$ cat src/rtl/serial_byte_to_memory_bus_bridge_core_defines.svh
// Assertion macros shared by the bridge RTL.
`ifndef SERIAL_BYTE_TO_MEMORY_BUS_BRIDGE_CORE_DEFINES_SVH
`define SERIAL_BYTE_TO_MEMORY_BUS_BRIDGE_CORE_DEFINES_SVH

`ifndef SYNTHESIS

// Property checked on every rising clock edge outside reset
`define SBMB_ASSERT(label, clk, rst, prop, msg) \
   label: assert property (@(posedge clk) disable iff (rst) prop) else $error(msg);

// Antecedent in one cycle implies consequent in the next
`define SBMB_ASSERT_NEXT(label, clk, rst, ante, cons, msg) \
   label: assert property (@(posedge clk) disable iff (rst) (ante) |=> (cons)) \
      else $error(msg);

`else

`define SBMB_ASSERT(label, clk, rst, prop, msg)
`define SBMB_ASSERT_NEXT(label, clk, rst, ante, cons, msg)

`endif

`endif

$ cat src/rtl/sbmb_fifo.sv
`timescale 1ns / 1ps
`default_nettype none
`include "serial_byte_to_memory_bus_bridge_core_defines.svh"

module sbmb_fifo #(
   parameter int WIDTH = 8,
   parameter int DEPTH = 4
) (
   input  wire logic                         clock,
   input  wire logic                         reset,
   input  wire logic                         push,
   input  wire logic [WIDTH-1:0]             wr_data,
   output logic                              full,
   input  wire logic                         pop,
   output logic [WIDTH-1:0]                  rd_data,
   output logic                              empty,
   output logic [$clog2(DEPTH+1)-1:0]        count
);
   localparam int PW = (DEPTH > 1) ? $clog2(DEPTH) : 1;
   localparam int CW = $clog2(DEPTH + 1);

   logic [WIDTH-1:0] slot_ff [DEPTH];
   logic [PW-1:0]    wr_ptr_ff, wr_ptr_in;
   logic [PW-1:0]    rd_ptr_ff, rd_ptr_in;
   logic [CW-1:0]    count_ff, count_in;
   logic             push_acc, pop_acc;

   assign full     = (count_ff == CW'(DEPTH));
   assign empty    = (count_ff == '0);
   assign count    = count_ff;
   assign rd_data  = slot_ff[rd_ptr_ff];
   assign push_acc = push && !full;
   assign pop_acc  = pop && !empty;

   // Pointer and occupancy update
   always_comb begin
      wr_ptr_in = wr_ptr_ff;
      rd_ptr_in = rd_ptr_ff;
      count_in  = count_ff;
      if (push_acc) begin
         wr_ptr_in = (wr_ptr_ff == PW'(DEPTH - 1)) ? '0 : wr_ptr_ff + 1'b1;
      end
      if (pop_acc) begin
         rd_ptr_in = (rd_ptr_ff == PW'(DEPTH - 1)) ? '0 : rd_ptr_ff + 1'b1;
      end
      if (push_acc && !pop_acc) begin
         count_in = count_ff + 1'b1;
      end else if (pop_acc && !push_acc) begin
         count_in = count_ff - 1'b1;
      end
   end

   always_ff @(posedge clock) begin
      if (reset) begin
         wr_ptr_ff <= '0;
         rd_ptr_ff <= '0;
         count_ff  <= '0;
      end else begin
         wr_ptr_ff <= wr_ptr_in;
         rd_ptr_ff <= rd_ptr_in;
         count_ff  <= count_in;
      end
   end

   // Storage
   always_ff @(posedge clock) begin
      if (push_acc) begin
         slot_ff[wr_ptr_ff] <= wr_data;
      end
   end

   `SBMB_ASSERT(a_count_bound, clock, reset, count_ff <= CW'(DEPTH), "fifo over depth")
   `SBMB_ASSERT_NEXT(a_count_grow, clock, reset, push_acc && !pop_acc, count_ff == $past(count_ff) + 1'b1, "fifo count lost a push")

endmodule

`default_nettype wire

$ cat config.mk
export PLATFORM = sky130hd
export DESIGN_NAME = sbmb_fifo
export DESIGN_NICKNAME = d
export VERILOG_FILES = /design/src/rtl/sbmb_fifo.sv
export VERILOG_INCLUDE_DIRS = /design/src /design/src/rtl
export SDC_FILE = /design/constraint.sdc
export NUM_CORES = 1
export LEC_CHECK = 0
export ABC_AREA = 0
export BUFFER_PORTS_ARGS = -buffer_cell sky130_fd_sc_hd__buf_4
export CORE_AREA = 2 2 42 83
export CTS_CLUSTER_SIZE = 16
export DETAILED_ROUTE_END_ITERATION = 8
export DIE_AREA = 0 0 44 85
export PLACE_DENSITY = 0.71
export SYNTH_ARGS = -nofsm -noshare
export SYNTH_HDL_FRONTEND = slang
export SYNTH_SLANG_ARGS = --single-unit
$ cat constraint.sdc
create_clock -name clock -period 2.86 [get_ports clock]
set_clock_uncertainty 0.2 [all_clocks]
set_input_delay 0.286 -clock clock [delete_from_list [all_inputs] [get_ports clock]]
set_output_delay 0.286 -clock clock [all_outputs]
set_load 0.02 [all_outputs]
==> flow_metrics.tcl, run 1 <==
set metrics [dict create \
    rrSetupSlack_ns 0.22 \
    wl_per_cell_um 16.4 \
    vdd.ir_drop.worst_mv 0.529 \
    intPower_uw 1290 \
    drv_slew 0 \
    antenna_found_initial 0 \
    cts_tree "built" \
    worst-path-stages 9 \
    slowest_stage "dfxtp_1" \
    clock-sinks 41 \
    placed_cells 143 \
    required_ns 2.88 \
    total_power_uw 1800 \
    start_util_pct 52.7 \
    critPathTopFamily "simple AND/OR/NAND/NOR gates" \
    setup_tns_ns 0 \
    clk_pin_slew_ns 0.07 \
    p_per_area_mw_per_mm2 880 \
    fin_crit_sh_pct 92.4 \
    clockPowerShare_pct 27.6 \
    synth_seq_cells 41 \
    power.leakage_uw 0.000779 \
    drive_above_1_share_pct 38.3 \
    antenna_cells 0 \
    hold_viol_final 0 \
    dieArea_mm2 0.00374 \
    critPathMaxStageDelay_ns 0.49 \
    r2r-start "count[0]" \
    reg2reg_depth 9 \
    ios 25 \
    globalRouteOverflowTotal 0 \
    cp-end-kind "flop" \
    critPathBufInv 2 \
    portBuffers 24 \
    multi_input_area_um2 457 \
    vias 862 \
    grt_usage_pct 16.7 \
    areaGrowthSynthToFinish_pct 24.6 \
    crit_type "flop to flop" \
    route.detailed.drc 0 \
    path_max_fanout 7 \
    syn_nets 111 \
    max_slew.worst_pin.slew_ns 0.559 \
    postRouteAntennaNets 0 \
    cts_root_buffer "clkbuf_8" \
    slew_headroom_pct 62.7 \
    gp_congestion 0.655 \
    grt_pass1_wl_mm 4.32 \
    fmax_mhz 378 \
    p_switching_uw 512 \
    fillers 238 \
    routed_wl_mm 2.61 \
    fp-row-count 29 \
    syn-cell-area_mm2 0.00165 \
    avgSynthCellArea_um2 17.9 \
    syn_inst 92 \
    start_kind "flop" \
    clk_latency_ns 0.29 \
    numCtsBuffers 5 \
    nNetsFinal 146 \
    hold_end "count[2]" \
    first_global_vias 930 \
    initialDrtViolationCount 13 \
    outcome "finished clean" \
    h-tree-depth 2 \
    worstPathArrival_ns 2.67 \
    synth.distinct_cells 26 \
    p_comb_share_pct 27.8 \
    yosysWarningCount 0 \
    timing.final.ws_setup_ns 0.217 \
    worstHoldStart "reset" \
    timing.final.crit_period_ns 2.64 \
    hold_path_depth 2 \
    seqCellArea_mm2 0.00114 \
    die-height_um 85 \
    setup_viol 0 \
    crit_chain "or3b_1 -> clkinv_4 -> nor2_2 -> ha_1 -> inv_1 -> fa_1 -> xor2_1 -> or3_2 -> a21oi_1" \
    dp_hpwl_mm 1.86 \
    clockBufferDepth 2 \
    final_cell_count_no_fill 159 \
    core_area_mm2 0.00312 \
    via_per_inst 5.42 \
    yosysSeqAreaShare_pct 69.4 \
    power_frac_seq_pct 44.6 \
    p_sw_share_pct 28.4 \
    rsz0062_at_grt "no" \
    cap_violations 0 \
    firstDrtPassIters 4 \
    die_w_um 44 \
    place_ws_ns 0.222 \
    regToRegEndpoint "count[2]" \
    min_path_type "input pin to flop" \
    grt_start_max_net_pins 14 \
]
Yosys cell counts:
library cell | instances | share of area, %
and3_2 | 4 | 1.8
nand2_1 | 1 | 0.23
o21ai_1 | 1 | 0.30
buf_2 | 1 | 0.30
edfxtp_1 | 32 | 58
o21ai_0 | 1 | 0.30
clkinv_4 | 1 | 0.53
buf_6 | 1 | 0.68
or3_1 | 1 | 0.38
inv_1 | 4 | 0.91
nor2_1 | 3 | 0.68
clkbuf_1 | 1 | 0.23
nor2_2 | 1 | 0.38
nor3_1 | 2 | 0.61
o31ai_2 | 2 | 1.5
xor2_1 | 2 | 1.1
a21oi_1 | 3 | 0.91
nand3_1 | 2 | 0.61
ha_1 | 6 | 4.6
buf_1 | 1 | 0.23
or3_2 | 1 | 0.46
mux4_2 | 8 | 11
fa_1 | 1 | 1.2
mux2i_1 | 2 | 1.2
dfxtp_1 | 9 | 11
or3b_1 | 1 | 0.53
area by class of cell:
| type | instances | share of cell area, % |
|---|---|---|
| clock buffer | 6 | 4.58 |
| clock inverter | 2 | 1.71 |
| inverter | 5 | 1.16 |
| multi-input combinational | 42 | 22.3 |
| sequential | 41 | 55.7 |
| tap | 31 | 1.89 |
| timing repair buffer | 32 | 12.7 |
logic make-up after synthesis:
kind of cell | synth area share [%]
fa+ha+maj | 5.78
simple gates | 5.70
mux | 12.2
compound gates | 3.04
flops | 69.4
xor+xnor | 1.06
buf+inv | 2.89
worst max path at each step:
stage	endpoint	start
CTS	count[2]	count[0]
detailed placement	count[2]	count[0]
global route	count[2]	count[0]
finish	count[2]	count[0]
floorplan	count[2]	count[0]
global placement	count[2]	count[0]
worst reg2reg max path, delay by kind of cell (launching register included):
family	cells	cell delay, ns
buffers and inverters	2	0.16
AO/OA/AOI/OAI	1	0.14
flip-flops	1	0.49
AND/OR/NAND/NOR	3	0.85
adder cells (fa/ha/maj)	2	0.60
XOR/XNOR	1	0.16
state kept, by name, summed over array words and instances (netlist names), named ones only:
name,count
count,3
wr_ptr_ff,2
slot_ff,32
rd_ptr_ff,2
layer usage:
metal,GRT usage (%),share of wire (%),vias to the layer above
met5,0,0,-
met4,9.09,2.5,0
met3,3.19,4.3,6
met2,30.6,59,27
met1,16.2,34,410
li1,-,-,419
cell usage in the layout, fill, tap and decap left out, drive strengths merged:
master,synthesis,final
nor2,4,4
dfxtp,9,9
xor2,2,2
dlygate4sd3,0,8
or3b,1,1
ha,6,6
inv,4,4
nand3,2,2
buf,3,24
clkinv,1,2
o21ai,2,2
mux4,8,8
edfxtp,32,32
nor3,2,2
o31ai,2,2
a21oi,3,3
bufinv,0,1
mux2i,2,2
nand2,1,1
and3,4,4
clkbuf,1,6
fa,1,1
or3,2,2
repair_timing:
item,in CTS,in global routing
gates resized for setup,0,0
setup buffers,0,0
hold buffers,8,0
endpoints found under the hold margin,32,0
power groups by stage:
stage                     clock [uW]  sequential (uW)  combinational (uW)
after global placement             0              813                 489
after detailed placement           0              821                 499
after floorplan                    0              793                 349
after global routing             529              818                 554
after CTS                        511              808                 511
final                            499              804                 501
through the flow:
stage	area (um2)	utilization (%)	hold WS [ns]
finish	2050	65.7	0.0274
global route	2050	65.7	0.0323
CTS	2050	65.7	0.0179
detailed placement	1840	59.0	0.289
global placement	1840	59.0	0.276
floorplan	1650	-	0.185
Note: power is estimated with default switching activity, not from simulation.
==> run 2: changes to the inputs <==
- CELL_PAD_IN_SITES_DETAIL_PLACEMENT: unset -> 0
- CELL_PAD_IN_SITES_GLOBAL_PLACEMENT: unset -> 2
- CORE_AREA: 2 2 42 83 -> 2 2 49 96
- DIE_AREA: 0 0 44 85 -> 0 0 51 98
- PLACE_DENSITY: 0.71 -> 0.7
- SLEW_MARGIN: unset -> 20
==> flow_metrics.tcl, run 2 (synthesis gave the netlist of run 1 again) <==
set metrics [dict create \
    vias 885 \
    h-tree-depth 2 \
    areaGrowthSynthToFinish_pct 24.4 \
    cts_tree "built" \
    clk_pin_slew_ns 0.07 \
    p_per_area_mw_per_mm2 855 \
    required_ns 2.87 \
    grt_pass1_wl_mm 4.32 \
    postRouteAntennaNets 0 \
    largest_register_ffs 32 \
    cp-end-kind "flop" \
    clk_latency_ns 0.28 \
    fin_area_mm2 0.00205 \
    max_slew.worst_pin.slew_ns 0.548 \
    min_path_type "input pin to flop" \
    fmax_mhz 377 \
    placed_area_mm2 0.00187 \
    start_util_pct 38.3 \
    post_cts_resize_count 0 \
    outcome "finished clean" \
    fp-row-count 34 \
    antenna_found_initial 0 \
    die_w_um 51 \
    dp_hpwl_mm 2.06 \
    routed_wl_mm 2.73 \
    core_area_mm2 0.00430 \
    nNetsFinal 145 \
    numCtsBuffers 5 \
    post_cts_buffers 0 \
    route.detailed.drc 0 \
    timing.final.ws_setup_ns 0.207 \
    via_per_inst 4.89 \
    place_ws_ns 0.227 \
    cap_violations 0 \
    worstPathArrival_ns 2.67 \
    regMostFlops "slot_ff" \
    dieArea_mm2 0.00500 \
    clockBufferDepth 2 \
    gp_congestion 0.638 \
    clock-sinks 41 \
    ios 25 \
    grt_usage_pct 12.0 \
    portBuffers 24 \
    timing.final.crit_period_ns 2.65 \
    rsz0062_at_grt "no" \
    path_max_fanout 7 \
    setup_viol 0 \
    fin_crit_sh_pct 92.8 \
    grt_start_max_net_pins 14 \
    initialDrtViolationCount 9 \
    start_kind "flop" \
    final_cell_mix "edfxtp_1 (32), buf_4 (24), dfxtp_1 (9)" \
    setup_tns_ns 0 \
    mostFrequentLayoutCell "edfxtp_1" \
    die-height_um 98 \
    globalRouteOverflowTotal 0 \
    wl_per_cell_um 15.1 \
    first_global_vias 906 \
    antenna_cells 0 \
    fillers 386 \
    cts_root_buffer "clkbuf_8" \
    crit_type "flop to flop" \
    vdd.ir_drop.worst_mv 0.463 \
    slew_headroom_pct 63.4 \
    power.leakage_uw 0.000763 \
    hold_viol_final 0 \
    drv_slew 0 \
    drive_above_1_share_pct 37.8 \
    firstDrtPassIters 4 \
    postCtsHoldBufs 7 \
]
## run 2: worst paths after layout
path / endpoint / slack [ns] / depth (start not counted) / startpoint
hold / removal: slot_ff[1][0] / 0.008 / 1 / wr_data[0]
setup reg to reg: count[2] / 0.21 / 9 / count[0]
hold reg to reg: rd_ptr_ff[0] / 0.30 / 2 / rd_ptr_ff[0]
setup / recovery: count[2] / 0.21 / 9 / count[0]
## run 2: final cells by class
type,instances,area [um2],share of cell area (%)
clock buffer,6,72.6,3.55
clock inverter,2,35.0,1.71
inverter,5,23.8,1.16
multi-input combinational,42,457,22.3
sequential,41,1140,55.7
tap,54,67.6,3.30
timing repair buffer,31,250,12.2
## run 2: through the flow
step	hold WS (ns)	instances	utilization (%)	total power, uW
after floorplan	0.185	92	-	1140
after global placement	0.275	166	43.5	1310
after detailed placement	0.287	166	43.5	1330
after CTS	0.00148	181	47.6	1780
after global routing	0.000511	181	47.6	1840
final	0.00757	181	47.6	1750
## run 2: where the power goes
group / internal, uW / switching, uW / leakage (uW)
Sequential: 727 / 77.2 / 0.000367
Clock: 259 / 179 / 0.0000552
Combinational: 253 / 255 / 0.000341
Total: 1240 / 512 / 0.000763
## run 2: critical path, stage by stage, from the launching register on
cell      delay, ns
dfxtp_1        0.48
or3b_1         0.32
clkinv_4       0.09
nor2_2         0.14
ha_1           0.20
inv_1          0.06
fa_1           0.38
xor2_1         0.16
or3_2          0.40
a21oi_1        0.15
## run 2: layer usage
metal / routed length, um / track usage, % / share of wire (%) / vias to the layer above
met5: 0 / 0 / 0 / -
met4: 66 / 6.24 / 2.4 / 0
li1: - / - / - / 416
met3: 96 / 2.45 / 3.5 / 5
met2: 1640 / 22.8 / 60 / 26
met1: 927 / 11.2 / 34 / 438
