**src/rtl/serial_byte_to_memory_bus_bridge_core_defines.svh**
```systemverilog
// Assertion macros shared by the bridge RTL.
`ifndef SERIAL_BYTE_TO_MEMORY_BUS_BRIDGE_CORE_DEFINES_SVH
`define SERIAL_BYTE_TO_MEMORY_BUS_BRIDGE_CORE_DEFINES_SVH

`ifndef SYNTHESIS

// Property checked on every rising clock edge outside reset
`define SBMB_ASSERT(label, clk, rst, prop, msg) \
   label: assert property (@(posedge clk) disable iff (rst) prop) else $error(msg);

// Antecedent in one cycle implies consequent in the next
`define SBMB_ASSERT_NEXT(label, clk, rst, ante, cons, msg) \
   label: assert property (@(posedge clk) disable iff (rst) (ante) |=> (cons)) \
      else $error(msg);

`else

`define SBMB_ASSERT(label, clk, rst, prop, msg)
`define SBMB_ASSERT_NEXT(label, clk, rst, ante, cons, msg)

`endif

`endif

```
**src/rtl/sbmb_pkg.sv**
```systemverilog
`timescale 1ns / 1ps
`default_nettype none

package sbmb_pkg;

   // Frame and store geometry
   localparam int MAX_BURST_WORDS = 256;
   localparam int BYTES_PER_WORD  = 4;
   localparam int STORE_WORDS     = MAX_BURST_WORDS;
   localparam int STORE_AW        = $clog2(STORE_WORDS);
   localparam int BYTE_IDX_W      = STORE_AW + 2;

   // Default queue depths
   localparam int OPQ_DEPTH_DEF = 4;
   localparam int RSQ_DEPTH_DEF = 4;

   // Input commands
   localparam logic [1:0] CMD_RX_BYTE   = 2'd0;
   localparam logic [1:0] CMD_READ_DATA = 2'd1;
   localparam logic [1:0] CMD_TX_SLOT   = 2'd2;

   // Result kinds
   localparam logic [1:0] KIND_TX_BYTE   = 2'd0;
   localparam logic [1:0] KIND_READ_REQ  = 2'd1;
   localparam logic [1:0] KIND_WRITE_REQ = 2'd2;

   // Header byte positions
   localparam logic [2:0] HDR_TYPE_STEP  = 3'd0;
   localparam logic [2:0] HDR_ADDR_LAST  = 3'd4;

   typedef enum logic [1:0] {
      PH_HEADER,
      PH_READ_WAIT,
      PH_WRITE_COLLECT,
      PH_TRANSMIT
   } phase_type;

   typedef struct packed {
      logic [1:0]  kind;
      logic [7:0]  tx_byte;
      logic [31:0] bus_address;
      logic [31:0] bus_word;
      logic [8:0]  burst_words;
      logic        last;
   } result_type;

   // Work handed from the parser to the executer
   typedef struct packed {
      logic [BYTES_PER_WORD-1:0] we;
      logic [STORE_AW-1:0]       mem_addr;
      logic [31:0]               mem_data;
      logic                      rd;
      logic [1:0]                lane;
      logic                      res_valid;
      result_type                res;
   } op_type;

endpackage

`default_nettype wire

```
**src/rtl/sbmb_front.sv**
```systemverilog
`timescale 1ns / 1ps
`default_nettype none
`include "serial_byte_to_memory_bus_bridge_core_defines.svh"

module sbmb_front (
   input  wire logic            clock,
   input  wire logic            reset,
   input  wire logic            req_push,
   input  wire logic [1:0]      req_command,
   input  wire logic [7:0]      req_rx_byte,
   input  wire logic [31:0]     req_read_word,
   input  wire logic            op_full,
   output logic                 op_push,
   output sbmb_pkg::op_type     op
);
   import sbmb_pkg::*;

   phase_type               phase_ff, phase_in;
   logic [2:0]              header_count_ff, header_count_in;
   logic                    is_write_ff, is_write_in;
   logic [31:0]             base_address_ff, base_address_in;
   logic [7:0]              count_m1_ff, count_m1_in;
   logic [8:0]              word_index_ff, word_index_in;
   logic [23:0]             assembly_ff, assembly_in;
   logic [BYTE_IDX_W-1:0]   fill_count_ff, fill_count_in;
   logic [BYTE_IDX_W-1:0]   send_index_ff, send_index_in;

   logic accept;
   logic word_fin;
   logic tx_fin;
   logic hdr_done;

   assign accept   = req_push && !op_full;
   assign word_fin = (word_index_ff == {1'b0, count_m1_ff});
   assign tx_fin   = (send_index_ff == {count_m1_ff, 2'b11});
   assign hdr_done = (header_count_ff > HDR_ADDR_LAST);

   // Parser next state
   always_comb begin
      phase_in        = phase_ff;
      header_count_in = header_count_ff;
      is_write_in     = is_write_ff;
      base_address_in = base_address_ff;
      count_m1_in     = count_m1_ff;
      word_index_in   = word_index_ff;
      assembly_in     = assembly_ff;
      fill_count_in   = fill_count_ff;
      send_index_in   = send_index_ff;
      if (accept) begin
         case (req_command)
            CMD_RX_BYTE: begin
               case (phase_ff)
                  PH_HEADER: begin
                     if (header_count_ff == HDR_TYPE_STEP) begin
                        is_write_in     = (req_rx_byte != 8'd0);
                        header_count_in = header_count_ff + 1'b1;
                     end else if (!hdr_done) begin
                        base_address_in = {base_address_ff[23:0], req_rx_byte};
                        header_count_in = header_count_ff + 1'b1;
                     end else begin
                        count_m1_in     = req_rx_byte;
                        header_count_in = HDR_TYPE_STEP;
                        word_index_in   = '0;
                        fill_count_in   = '0;
                        send_index_in   = '0;
                        assembly_in     = '0;
                        phase_in        = is_write_ff ? PH_WRITE_COLLECT : PH_READ_WAIT;
                     end
                  end
                  PH_WRITE_COLLECT: begin
                     fill_count_in = fill_count_ff + 1'b1;
                     if (fill_count_ff[1:0] != 2'b11) begin
                        assembly_in = {assembly_ff[15:0], req_rx_byte};
                     end else begin
                        assembly_in   = '0;
                        word_index_in = word_index_ff + 1'b1;
                        if (word_fin) begin
                           phase_in      = PH_TRANSMIT;
                           send_index_in = '0;
                        end
                     end
                  end
                  default: begin
                  end
               endcase
            end
            CMD_READ_DATA: begin
               if (phase_ff == PH_READ_WAIT) begin
                  word_index_in = word_index_ff + 1'b1;
                  if (word_fin) begin
                     phase_in      = PH_TRANSMIT;
                     send_index_in = '0;
                  end
               end
            end
            CMD_TX_SLOT: begin
               if (phase_ff == PH_TRANSMIT) begin
                  send_index_in = send_index_ff + 1'b1;
                  if (tx_fin) begin
                     phase_in        = PH_HEADER;
                     header_count_in = HDR_TYPE_STEP;
                  end
               end
            end
            default: begin
            end
         endcase
      end
   end

   // Work item for the executer
   always_comb begin
      op_push = 1'b0;
      op      = '0;
      if (accept) begin
         case (req_command)
            CMD_RX_BYTE: begin
               if (phase_ff == PH_HEADER && hdr_done && !is_write_ff) begin
                  op_push                 = 1'b1;
                  op.res_valid            = 1'b1;
                  op.res.kind             = KIND_READ_REQ;
                  op.res.bus_address      = base_address_ff;
                  op.res.burst_words      = {1'b0, req_rx_byte} + 9'd1;
               end else if (phase_ff == PH_WRITE_COLLECT) begin
                  op_push     = 1'b1;
                  op.we       = BYTES_PER_WORD'(1) << fill_count_ff[1:0];
                  op.mem_addr = fill_count_ff[BYTE_IDX_W-1:2];
                  op.mem_data = {BYTES_PER_WORD{req_rx_byte}};
                  if (fill_count_ff[1:0] == 2'b11) begin
                     op.res_valid       = 1'b1;
                     op.res.kind        = KIND_WRITE_REQ;
                     op.res.bus_address = base_address_ff + 32'(word_index_ff);
                     op.res.bus_word    = {assembly_ff, req_rx_byte};
                     op.res.last        = word_fin;
                  end
               end
            end
            CMD_READ_DATA: begin
               if (phase_ff == PH_READ_WAIT) begin
                  op_push     = 1'b1;
                  op.we       = '1;
                  op.mem_addr = word_index_ff[STORE_AW-1:0];
                  op.mem_data = req_read_word;
               end
            end
            CMD_TX_SLOT: begin
               if (phase_ff == PH_TRANSMIT) begin
                  op_push      = 1'b1;
                  op.rd        = 1'b1;
                  op.mem_addr  = send_index_ff[BYTE_IDX_W-1:2];
                  op.lane      = send_index_ff[1:0];
                  op.res_valid = 1'b1;
                  op.res.kind  = KIND_TX_BYTE;
                  op.res.last  = tx_fin;
               end
            end
            default: begin
            end
         endcase
      end
   end

   always_ff @(posedge clock) begin
      if (reset) begin
         phase_ff        <= PH_HEADER;
         header_count_ff <= '0;
         is_write_ff     <= 1'b0;
         base_address_ff <= '0;
         count_m1_ff     <= '0;
         word_index_ff   <= '0;
         assembly_ff     <= '0;
         fill_count_ff   <= '0;
         send_index_ff   <= '0;
      end else begin
         phase_ff        <= phase_in;
         header_count_ff <= header_count_in;
         is_write_ff     <= is_write_in;
         base_address_ff <= base_address_in;
         count_m1_ff     <= count_m1_in;
         word_index_ff   <= word_index_in;
         assembly_ff     <= assembly_in;
         fill_count_ff   <= fill_count_in;
         send_index_ff   <= send_index_in;
      end
   end

   `SBMB_ASSERT(a_hdr_idle, clock, reset, (phase_ff == PH_HEADER) || (header_count_ff == HDR_TYPE_STEP), "header count left over outside header phase")

endmodule

`default_nettype wire

```
**config.mk**
```make
export PLATFORM = sky130hd
export DESIGN_NAME = sbmb_front
export DESIGN_NICKNAME = d
export VERILOG_FILES = /design/src/rtl/sbmb_pkg.sv /design/src/rtl/sbmb_front.sv
export VERILOG_INCLUDE_DIRS = /design/src /design/src/rtl
export SDC_FILE = /design/constraint.sdc
export NUM_CORES = 1
export LEC_CHECK = 0
export CORE_MARGIN = 2
export CORE_UTILIZATION = 50
export CTS_CLUSTER_DIAMETER = 100
export DETAILED_ROUTE_END_ITERATION = 8
export DONT_BUFFER_PORTS = 1
export PLACE_DENSITY_LB_ADDON = 0.05
export SYNTH_ARGS = -nofsm -noshare
export SYNTH_HDL_FRONTEND = slang
export SYNTH_SLANG_ARGS = --single-unit
```
**constraint.sdc**
```tcl
create_clock -name clock -period 6 [get_ports clock]
set_clock_uncertainty 0.15 [all_clocks]
set_input_delay 1.5 -clock clock [delete_from_list [all_inputs] [get_ports clock]]
set_output_delay 1.5 -clock clock [all_outputs]
set_load 0.005 [all_outputs]
```
==> metrics, run 1 <==
outcome finished, final reports clean; Post-DP HPWL between 10 and 15 mm; total gr overflow 0; ordered cell list for the critical path inv_1 -> ha_1 -> inv_1 -> ha_1 -> nor4b_1 -> buf_4 -> nor2b_1 -> o21ai_1 -> and2_0 -> o21ai_0 -> a21oi_1; Comb power frac under 10%; ANT nets after route 0; top-count cell post-synth nand2_1; DRC viols 0; placement row count 42; Root Buffer clkbuf_16; CTS clk-pin slew, worst paths 70 ps; Synth top area share a little under 30%; Synth async-reset ratio 0%; die height between 100 and 150 µm; data arrival time of the critical path roughly 3500 ps; synth unique cells 63; worst vdd ir about 140 µV; I/O pins roughly 180; total CTS buffers 9; switching power approximately 300 µW; Die Wd 119 µm; wire length per cell between 15 and 20 µm; worst path required time between 4000 and 5000 ps; # setup viols final 0; post-CTS resize count 0; Worst setup EP type primary output; DR iter-0 viols just under 600; top_reg_cell synth dfxtp_1; FMAX 195 MHz; wirelength, routed about 21 mm; core area between 10000 and 15000 µm²; Slew Limit Headroom around an eighth; Area Overhead vs Synth 4.83%; setup TNS 0 ps; initial antenna violation count 0; Lkg Pwr roughly 0.0022 µW; Syn. warnings 0; crit start category register; Final Hold Viols 0; first-pass GRT wire length approximately 32 mm; Clk network pwr share between 40% and 50%; Slowest-stage cell, CP o21ai_1; RSZ-0062 raised after global routing false; vias around 6600; share of layout cells above drive strength 1 approximately 5%; Syn Std Cell Area between 6000 and 7000 µm²; Post-synth top cells nand2_1, a21oi_1, dfxtp_1; Hold Path Class reg2reg; final worst path period need 5140 ps; clock sink count 99; dominant cells by area after synthesis dfxtp_1, a21oi_1, nand2_1; number of iterations in the first detailed-routing pass 6; largest net degree at the start of global routing 83; synthesis-stage register bit count 99; switch share a little under a quarter; Setup Fix Bufs, Post-CTS 0; pwr dens approximately 180 nW/µm²; vias per std cell roughly 6.2; die area roughly 14000 µm²; vias in the first global route approximately 6000; reg2reg setup slack around 2300 ps; sequential share of power 51.7%; critical path class reg2out; CTS Buffer Depth 2; Hold WS slightly below 300 ps; Initial Utilization 50.7%; mean area per synthesized cell about 7.1 µm²; fin. max-slew vios 0; routability cong. 0.890; Hold-fix buffers, CTS 0; Clock Latency Late Sink roughly 340 ps; ant diodes 0; Pint a little under 1000 µW; critical-path maximum fanout 17; Crit path largest cell delay approximately 600 ps; H-tree lvl count 3; Synth Instances 943; Synth area leader dfxtp_1; Max-Cap Viols 0; layout net count ~970; period utilisation layout a little under nine tenths; Port Buffers 0; Tot GR Track Use between 20% and 30%; Seq/Total Area, Yosys 29.8%; Post-synth EDFFs 0; CTS tree yes; worst-margin pin slew approximately 1300 ps
routing by layer:
layer  part of all wire [%]  up-vias  global-route usage, %  wire length [µm]
met5                      0        -                      0                 0
met4                    2.1        0                   8.68               439
met3                    8.1       29                   6.47              1680
met2                     48      305                   47.8             10000
met1                     42     3164                   37.3              8730
li1                       -     3124                      -                 -
per-stage QoR:
step	utilization [%]	setup WS, ps	cells	power, µW	instance area, µm²
6_report	53.1	864	1076	1280	6980
5_1_grt	53.1	587	1076	1320	6980
4_1_cts	53.1	909	1076	1290	6980
3_5_place_dp	51.0	1010	1061	728	6700
3_3_place_gp	51.0	1080	1061	726	6700
2_1_floorplan	-	1460	950	730	6690
final timing paths:
| kind | start | end | depth (start not counted) |
|---|---|---|---|
| max reg2reg | header_count_ff[0] | word_index_ff[5] | 8 |
| max | header_count_ff[0] | op[72] | 11 |
| min reg2reg | assembly_ff[16] | assembly_ff[16] | 2 |
| min | assembly_ff[16] | assembly_ff[16] | 2 |
registers in the layout, indices dropped and copies added, names as in the netlist:
register and flops:
base_address_ff 32, is_write_ff 1, phase_ff 2, assembly_ff 24, count_m1_ff 8, fill_count_ff 10
header_count_ff 3, word_index_ff 9, send_index_ff 10
placed cells by master, fill, tap and decap left out, types with 16 or more instances in the layout:
cell type	synthesis	layout
a21oi_1	129	129
and2_1	37	37
buf_4	8	16
dfxtp_1	99	99
ha_1	25	25
inv_1	36	36
nand2_1	162	162
nand3_1	51	51
nor2_1	80	80
o21ai_0	24	24
xnor2_1	42	42
logic make-up after synthesis:
family          after synthesis  synth area share [%]
simple gates                412                  29.4
compound gates              227                  20.6
buf+inv                     117                  7.06
flops                        99                  29.8
xor+xnor                     56                  7.37
fa+ha+maj                    26                  5.00
mux                           5                 0.752
other cells                   1                0.0563
power by group through the flow:
stage / Sequential, µW / Combinational, µW / Clock, µW
floorplan: 674 / 56.1 / 0
global placement: 676 / 50.5 / 0
detailed placement: 676 / 51.8 / 0
CTS: 661 / 52.1 / 573
global route: 661 / 58.5 / 601
finish: 661 / 53.2 / 563
critical path, delay by kind of cell, from the launching register on:
kind | cells | cell delay (ps)
and+or+nand+nor | 3 | 1060
buffers and inverters | 3 | 380
AOI/OAI and AO/OA | 3 | 970
DFF | 1 | 370
adders and majority gates | 2 | 350
cell type report:
cell class,count,area (µm²)
clock inverter,3,23.8
multi-input combinational,734,4240
fill,1310,6160
clock buffer,12,256
inverter,36,135
sequential,99,1980
tap,176,220
timing repair buffer,16,120
(Power assumes the default switching activity.)
==> run 2, diff against run 1 <==
RECOVER_POWER = 50   (was not set)
==> run 2 against run 1 <==
The flow now finishes with violations (max-capacitance violations, max-slew violations). Worst setup slack worse by 250 ps. Non-clock buffer count did not move. Sequential share of layout area increased by 0.077 points. Critical path depth down 7. Fmax fell by 4.7%. Critical path type is now in2out. Highest routed layer unchanged.
==> metrics, run 2 (same netlist as run 1, synthesis figures left out) <==
highest metal used met4; outcome finished with violations; placement row count 42; DR iter-0 viols around 540; Setup Fix Bufs, Post-CTS 0; RSZ-0062 raised after global routing false; total CTS buffers 9; M1 WL about 8.8 mm; storage element area between 1500 and 2000 µm²; I/O pins 179; pwr dens about 180 nW/µm²; Area Overhead vs Synth 4.55%; period utilisation layout approximately 90%; Post-DP HPWL ~15 mm; vias per std cell roughly 6.1; fin. max-slew vios 35; Worst setup EP type primary output; biggest regs base_address_ff (32), assembly_ff (24); critical-path maximum fanout 34; wire length per cell between 15 and 20 µm; Slew Limit Headroom -39.7%; largest net degree at the start of global routing slightly above 80; Finished Cell Area 6960 µm²; Final Hold Viols 0; commonest non-fill, non-tap cell in the layout nand2_1; Max-Cap Viols 1; ANT nets after route 0; Die Wd about 120 µm; failing checks max-capacitance violations, max-slew violations; Port Buffers 0; Pwr Total around 1300 µW; Largest register FFs 32; first-pass GRT wire length about 32 mm; vias roughly 6600; DRC viols 0; wirelength, routed around 21 mm; die area ~14000 µm²; Largest Register base_address_ff; initial antenna violation count 0; worst vdd ir about 140 µV; FMAX approximately 190 MHz; multi-input logic area ~4200 µm²; worst-margin pin slew approximately 2100 ps; vias in the first global route 6049; clock sink count 99; die height around 120 µm; # setup viols final 0; Post-DP Area 6700 µm²; Clock Latency Late Sink approximately 350 ps; Root Buffer clkbuf_16; worst path required time ~4400 ps; ant diodes 0; routed length on met3 around 1.6 mm; ordered cell list for the critical path inv_1 -> ha_1 -> o21ai_1 -> a21oi_1; Fill cells roughly 1300; number of iterations in the first detailed-routing pass 7; final worst path period need between 5000 and 6000 ps; critical path class in2out; Crit path largest cell delay between 1500 and 2000 ps; CTS Buffer Depth 2; crit start category primary input; Slowest-stage cell, CP o21ai_1; share of layout cells above drive strength 1 between 4 and 5%; met2 WL 9.93 mm; H-tree lvl count 3; post-CTS resize count 0; layout net count ~970; data arrival time of the critical path about 3700 ps; Initial Utilization 50.7%; routability cong. 0.890; CTS clk-pin slew, worst paths 70 ps; core area approximately 13000 µm²; CTS tree yes; Lkg Pwr between 0.002 and 0.0025 µW; Hold WS approximately 300 ps; total gr overflow 0; commonest cells after routing, fill and taps aside nand2_1, a21oi_1, dfxtp_1; Hold-fix buffers, CTS 0; Tot GR Track Use about 29%; Hold Path Class reg2reg; setup TNS 0 ps
## run 2: final timing paths
| check | startpoint | to | slack [ps] | cells past startpoint |
|---|---|---|---|---|
| max | req_command[0] | op[107] | 610 | 4 |
| min | assembly_ff[16] | assembly_ff[16] | 300 | 2 |
| max reg2reg | header_count_ff[0] | word_index_ff[5] | 2270 | 8 |
| min reg2reg | assembly_ff[16] | assembly_ff[16] | 300 | 2 |
## run 2: critical path: cells and delay by family
family | cells | cell delay, ps
buffers and inverters | 1 | 40
adder cells (fa/ha/maj) | 1 | 350
AO/OA/AOI/OAI | 2 | 1840
## run 2: metal layers
| metal | vias to the layer above | GRT usage (%) |
|---|---|---|
| met2 | 289 | 47.8 |
| li1 | 3124 | - |
| met5 | - | 0 |
| met3 | 31 | 6.47 |
| met1 | 3163 | 37.3 |
| met4 | 0 | 8.68 |
## run 2: per-stage QoR
step | setup WS [ps] | cells | util (%)
after global routing | 435 | 1076 | 53.0
after CTS | 909 | 1076 | 53.1
after global placement | 1080 | 1061 | 51.0
after floorplan | 1460 | 950 | -
final | 609 | 1076 | 53.0
after detailed placement | 1010 | 1061 | 51.0
## run 2: where the power goes
part	switching [µW]	leakage (µW)	total [µW]	internal, µW
Combinational	36.2	0.00127	52.4	16.3
Clock	258	0.000131	561	303
Sequential	2.88	0.000797	661	658
Total	297	0.00220	1270	977
## run 2: layout make-up
cell class	count	area share, %
multi-input combinational	734	60.9
sequential	99	28.5
clock buffer	12	3.68
tap	176	3.16
inverter	36	1.94
timing repair buffer	16	1.51
clock inverter	3	0.341
